<file path="src/rtl/ltc_pkg.sv">
// ----------------------------------------------------------------------------
// ltc_pkg
// Shared types and constants of the prefix tautology checker: character codes,
// sequencer states, verdict codes and the structs passed between modules.
// ----------------------------------------------------------------------------
package ltc_pkg;

	// Character codes of the expression alphabet.
	localparam logic [7:0] CH_LOWER_A = 8'h61;
	localparam logic [7:0] CH_LOWER_Z = 8'h7A;
	localparam logic [7:0] CH_AND     = 8'h43;
	localparam logic [7:0] CH_OR      = 8'h44;
	localparam logic [7:0] CH_IMPLIES = 8'h49;
	localparam logic [7:0] CH_IFF     = 8'h45;
	localparam logic [7:0] CH_NOT     = 8'h4E;

	// Letters a to z, and the width of a variable number.
	localparam int unsigned LETTERS = 26;
	localparam int unsigned LETTER_W = 5;
	localparam int unsigned VAR_W = 5;

	// Widths of the result fields.
	localparam int unsigned COUNT_W = 27;
	localparam int unsigned OUT_DATA_W = 64;

	typedef enum logic [1:0] {
		VERDICT_TAUTOLOGY     = 2'd0,
		VERDICT_CONTRADICTION = 2'd1,
		VERDICT_CONTINGENCY   = 2'd2
	} verdict_t;

	typedef enum logic [3:0] {
		ST_LOAD,
		ST_PASS,
		ST_FETCH,
		ST_SYM,
		ST_POPA,
		ST_POPB,
		ST_END,
		ST_TALLY,
		ST_DONE
	} state_t;

	// One entry of the letter map.
	typedef struct packed {
		logic             assigned;
		logic             over;
		logic [VAR_W-1:0] idx;
	} map_entry_t;

	// Decoded kind of an operator symbol.
	typedef struct packed {
		logic binary;
		logic pushes;
	} op_info_t;

endpackage

</file>
<file path="src/rtl/ltc_letter_map.sv">
// ----------------------------------------------------------------------------
// ltc_letter_map
// Maps the letters a to z to variable numbers in order of first appearance.
// Each letter has a valid bit that the clear input or reset drops at once.
// ----------------------------------------------------------------------------
module ltc_letter_map (
	input  logic                         clk,
	input  logic                         arst_n,
	input  logic                         clear,
	input  logic                         we,
	input  logic [ltc_pkg::LETTER_W-1:0] waddr,
	input  logic                         wover,
	input  logic [ltc_pkg::VAR_W-1:0]    widx,
	input  logic [ltc_pkg::LETTER_W-1:0] raddr,
	output ltc_pkg::map_entry_t          rentry
);

	localparam int unsigned LETTER_W = ltc_pkg::LETTER_W;

	logic [ltc_pkg::LETTERS-1:0] valid_q;
	logic [ltc_pkg::LETTERS-1:0] over_q;
	logic [ltc_pkg::VAR_W-1:0]   idx_q [ltc_pkg::LETTERS];

	// Valid bits are control state and reset at once.
	always_ff @(posedge clk or negedge arst_n) begin
		if (!arst_n) begin
			valid_q <= '0;
		end else if (clear) begin
			valid_q <= '0;
		end else if (we && (waddr < LETTER_W'(ltc_pkg::LETTERS))) begin
			valid_q[waddr] <= 1'b1;
		end
	end

	// Payload of each entry.
	always_ff @(posedge clk) begin
		if (we && (waddr < LETTER_W'(ltc_pkg::LETTERS))) begin
			over_q[waddr] <= wover;
			idx_q[waddr]  <= widx;
		end
	end

	// Lookup; a letter not yet seen reads as unassigned.
	always_comb begin
		rentry = '0;
		if (raddr < LETTER_W'(ltc_pkg::LETTERS) && valid_q[raddr]) begin
			rentry.assigned = 1'b1;
			rentry.over     = over_q[raddr];
			rentry.idx      = idx_q[raddr];
		end
	end

endmodule

</file>
<file path="config.mk">
export PLATFORM = sky130hd
export DESIGN_NAME = ltc_letter_map
export DESIGN_NICKNAME = d
export VERILOG_FILES = /design/src/rtl/ltc_pkg.sv /design/src/rtl/ltc_letter_map.sv
export SDC_FILE = /design/constraint.sdc
export NUM_CORES = 1
export LEC_CHECK = 0
export BUFFER_PORTS_ARGS = -buffer_cell sky130_fd_sc_hd__buf_2
export CAP_MARGIN = 20
export CORE_MARGIN = 8
export CORE_UTILIZATION = 61
export DETAILED_ROUTE_END_ITERATION = 10
export GPL_TIMING_DRIVEN = 0
export PLACE_DENSITY = 0.78
export SYNTH_ARGS = -nofsm -noshare
export SYNTH_HDL_FRONTEND = slang
export SYNTH_SLANG_ARGS = --single-unit
</file>
<file path="constraint.sdc">
create_clock -name clk -period 1.9 [get_ports clk]
set_input_delay 0.095 -clock clk [delete_from_list [all_inputs] [get_ports clk]]
set_output_delay 0.095 -clock clk [all_outputs]
set_load 0.01 [all_outputs]
</file>
=== Word level (Yosys, flattened, before mapping) ===
Memories as Yosys holds them, arrays and structs flattened.
Index checks and enable logic that the tools add are counted.

* Register bits: 52
* RAM bits: 130
* Input port bits: 20
* Output and inout bits: 7
* Logic and storage cells: 25
* Memories kept: 1

* $lt $le $gt $ge: 5
* Multiplexer cells: 12
* Bitwise operators: 1
* Reductions and logical operators: 4

{| class="wikitable"
|+ Memory list
! memory !! words !! width !! read ports !! clocked after Yosys merged registers in !! wr ports !! RTL line !! text
|-
| idx_q || 26 || 5 || 1 || 0 || 1 || ltc_letter_map.sv:22 || <nowiki>logic [ltc_pkg::VAR_W-1:0] idx_q [ltc_pkg::LETTERS];</nowiki>
|}

{| class="wikitable"
|+ Operators with widths
! operator !! count
|-
| two-way mux 26 bit || 2
|-
| bitwise mux 26 bit || 1
|-
| bitwise OR 26 bit || 1
|-
| < comparator 5 x 6 -> 1 bit (second input constant) || 2
|-
| binary-select mux 1 bit (select 5 bit) || 2
|-
| < comparator 5 bit (second input constant) || 2
|-
| two-way mux 7 bit || 1
|-
| demux 1 bit (select 5 bit) || 1
|-
| >= comparator 5 x 1 -> 1 bit (second input constant) || 1
|-
| two-way mux 1 bit || 5
|-
| logical AND 1 bit || 3
|-
| nonzero test 2 bit || 1
|}

=== Depth between registers and ports, before layout ===
* Depth in word-level cells: 7
* Mapped depth: 8
* Depth with buffers taken out: 4

=== Worst setup path after synthesis ===
No wires, ideal clock.

* Path type: input to output
* Start point: input raddr[0] (netlist name)
* End point: output rentry[0] (netlist name)
* Arrival time: 1632 ps
* Required time: 1805 ps
* Slack: 173 ps
* Stages on the path: 6
* Path buffers: 2
* Path through: buf_6 > buf_2 > mux4_2 > mux4_2 > inv_1 > o22ai_1

{| class="wikitable"
|+ RTL lines
! element !! RTL line !! text
|-
| start, declared || ltc_letter_map.sv:14 || <nowiki>input logic [ltc_pkg::LETTER_W-1:0] raddr,</nowiki>
|-
| end, declared || ltc_letter_map.sv:15 || <nowiki>output ltc_pkg::map_entry_t rentry</nowiki>
|}

==> impl_metrics.env <==
export IMPL_syn_inst=390
export IMPL_multiInputGateArea_sq_mm=0.00190
export IMPL_finalPower_mw=8.40
export IMPL_crit_type="register to primary output"
export IMPL_io_buffers=21
export IMPL_ys_warn_count=0
export IMPL_clkLatencyLatePin_ns=0.43
export IMPL_status="finished, violations left"
export IMPL_syn_area_per_cell_sq_um=18.9
export IMPL_synth_seq_cells=182
export IMPL_die_y_um=126
export IMPL_cp_max_fo=7
export IMPL_fmax_mhz=429
export IMPL_yosys_area_top_type="edfxtp_1"
export IMPL_synth_edf_count=156
export IMPL_grt_pass1_wl_um=22900
export IMPL_final_nets=452
export IMPL_cts_sinks=182
export IMPL_std_cell_rows=40
export IMPL_hold_ws_ns=0.0161
export IMPL_grt_ovfl_total=0
export IMPL_drt_iter0_drc=490
export IMPL_violations="setup timing"
export IMPL_grt_max_degree=27
export IMPL_final_max_slew_viol_count=0
export IMPL_post_place_ws_ns=-0.375
export IMPL_tns_ns=-2.86
export IMPL_synth_area_leaders="edfxtp_1 (64%), mux4_2 (8.9%), dfrtp_1 (8.8%), mux4_1 (5.7%), nor2_1 (4.0%)"
export IMPL_hpwl_um=9420
export IMPL_grt_usage=0.201
export IMPL_fill_cells=751
export IMPL_antenna_found_initial=0
export IMPL_ios=27
export IMPL_hold_viol_final=0
export IMPL_skew_ns=0
export IMPL_critPathRequiredTime_ns=1.80
export IMPL_synth_top_cell_area_share=0.636
export IMPL_htreeDepth=4
export IMPL_post_drt_wl_per_cell_um=25.7
export IMPL_synthArstFlopShare=0.143
export IMPL_yosysSeqAreaShare=0.725
export IMPL_syn2layout_area_growth_pct=12.6
export IMPL_hp_class="primary input to register"
export IMPL_ant_nets=0
export IMPL_leakagePower_nw=2.90
export IMPL_cap_violations=0
export IMPL_synthFlopType="edfxtp_1"
export IMPL_cts_tree="done"
export IMPL_final_core_util=0.696
export IMPL_initial_core_util=0.618
export IMPL_synth_common_cells="edfxtp_1 (156), nor2_1 (79), mux4_2 (29)"
export IMPL_synthesis_area_sq_mm=0.00736
export IMPL_vias=3818
export IMPL_final_layout_size_suffix_gt1_frac=0.239
export IMPL_setup_viol=7
export IMPL_seqCellArea_sq_mm=0.00534
export IMPL_crit_arrival_ns=2.23
export IMPL_core_sq_mm=0.0119
export IMPL_path_clk_slew_ns=0.06
export IMPL_timing_final_ws_setup_ns=-0.429
export IMPL_finalWirelength_um=15200
export IMPL_worstMarginPinSlew_ns=1.10
export IMPL_avgViaCountPerCell=6.46
export IMPL_r2r_setup_slack_ns=1.17
export IMPL_max_slew_margin=0.267
export IMPL_rsz0062_at_grt="true"
export IMPL_post_route_period_util=1.23
export IMPL_yosysUniqueCellTypes=31
export IMPL_die_w_um=126
export IMPL_syn_num_nets=410
export IMPL_cts_path_max_buffers=2
export IMPL_grt_pass1_vias=3834
export IMPL_drc=0
export IMPL_power_density_mw_per_mm2=1010
export IMPL_gp_congestion=0.802
export IMPL_vdd_drop_max_mv=0.718
export IMPL_cp_start_kind="register"
export IMPL_layout_min_cycle_time_ns=2.33
export IMPL_first_pass_iters=6
export IMPL_endpoint_kind="primary output"
export IMPL_die_area_sq_mm=0.0158
export IMPL_numCtsBuffers=17
export IMPL_yosysMostFrequentCell="edfxtp_1"
export IMPL_cts_root_buf="clkbuf_16"
export IMPL_antenna_cells=0
## area by class of cell
type | instances | share of cell area
Sequential cell | 182 | 0.644
Buffer | 19 | 0.0160
Clock buffer | 17 | 0.0513
Timing Repair Buffer | 23 | 0.0152
Multi-Input combinational cell | 183 | 0.229
Clock inverter | 14 | 0.0199
Tap cell | 147 | 0.0222
Inverter | 6 | 0.00272
## worst paths after layout
path	startpoint	endpoint	cells past startpoint
max	valid_q[19]$_DFFE_PN0P_	rentry[0]	5
min	clear	valid_q[3]$_DFFE_PN0P_	2
max reg2reg	valid_q[16]$_DFFE_PN0P_	valid_q[16]$_DFFE_PN0P_	2
min reg2reg	valid_q[13]$_DFFE_PN0P_	valid_q[13]$_DFFE_PN0P_	2
max in group asynchronous	arst_n	valid_q[5]$_DFFE_PN0P_	2
min in group asynchronous	arst_n	valid_q[19]$_DFFE_PN0P_	2
## critical path, stage by stage (launching register included)
cell     delay [ns]
dfrtp_1        0.38
mux4_2         0.50
mux2_4         0.30
a31oi_4        0.31
o22ai_1        0.15
buf_2          0.16
## power breakdown
group	switching, mW	leakage (nW)	total [mW]	internal, mW
Combinational	0.265	0.838	0.440	0.175
Clock	1.40	0.296	3.56	2.16
Sequential	0.0125	1.77	4.40	4.39
Total	1.68	2.90	8.40	6.72
## what timing repair did
action	CTS	global route
gates resized for setup	5	4
setup buffers	1	0
pin swaps	2	3
hold endpoints to repair	26	0
endpoints found under the setup margin	7	7
hold buffers	1	0
## cell families (layout without fill, tap and decap cells)
logic type	Yosys count	after routing	synth area share
AOI/OAI and AO/OA	20	20	0.0211
buffers and inverters	25	79	0.0209
DFF	182	182	0.725
muxes	65	65	0.175
and+or+nand+nor	98	98	0.0586
## through the flow
stage	cells	area (sq um)
final	591	8290
after global routing	591	8290
after global placement	558	7650
after CTS	591	8260
after detailed placement	558	7650
after floorplan	390	7360
## registers in the layout, indices dropped and copies added, names as in the netlist
register	flops
over_q	26
idx_q	130
valid_q	26
## layer usage
metal / global-route usage / share of wire / vias up
met4: 0.0835 / 0.023 / 0
met2: 0.308 / 0.48 / 188
li1: - / - / 1633
met3: 0.0561 / 0.086 / 31
met5: 0 / 0 / -
met1: 0.269 / 0.41 / 1966
## cell usage in the layout, fill, tap and decap left out, drive strengths merged, types with 4 or more instances in the layout
cell type    n
mux2         9
nor2        79
clkbuf      26
bufinv       4
a21oi        6
mux2i       11
buf         32
edfxtp     156
mux4        45
nand2        4
o22ai        6
clkinv      14
dfrtp       26
Power figures use the tool's default switching activity.
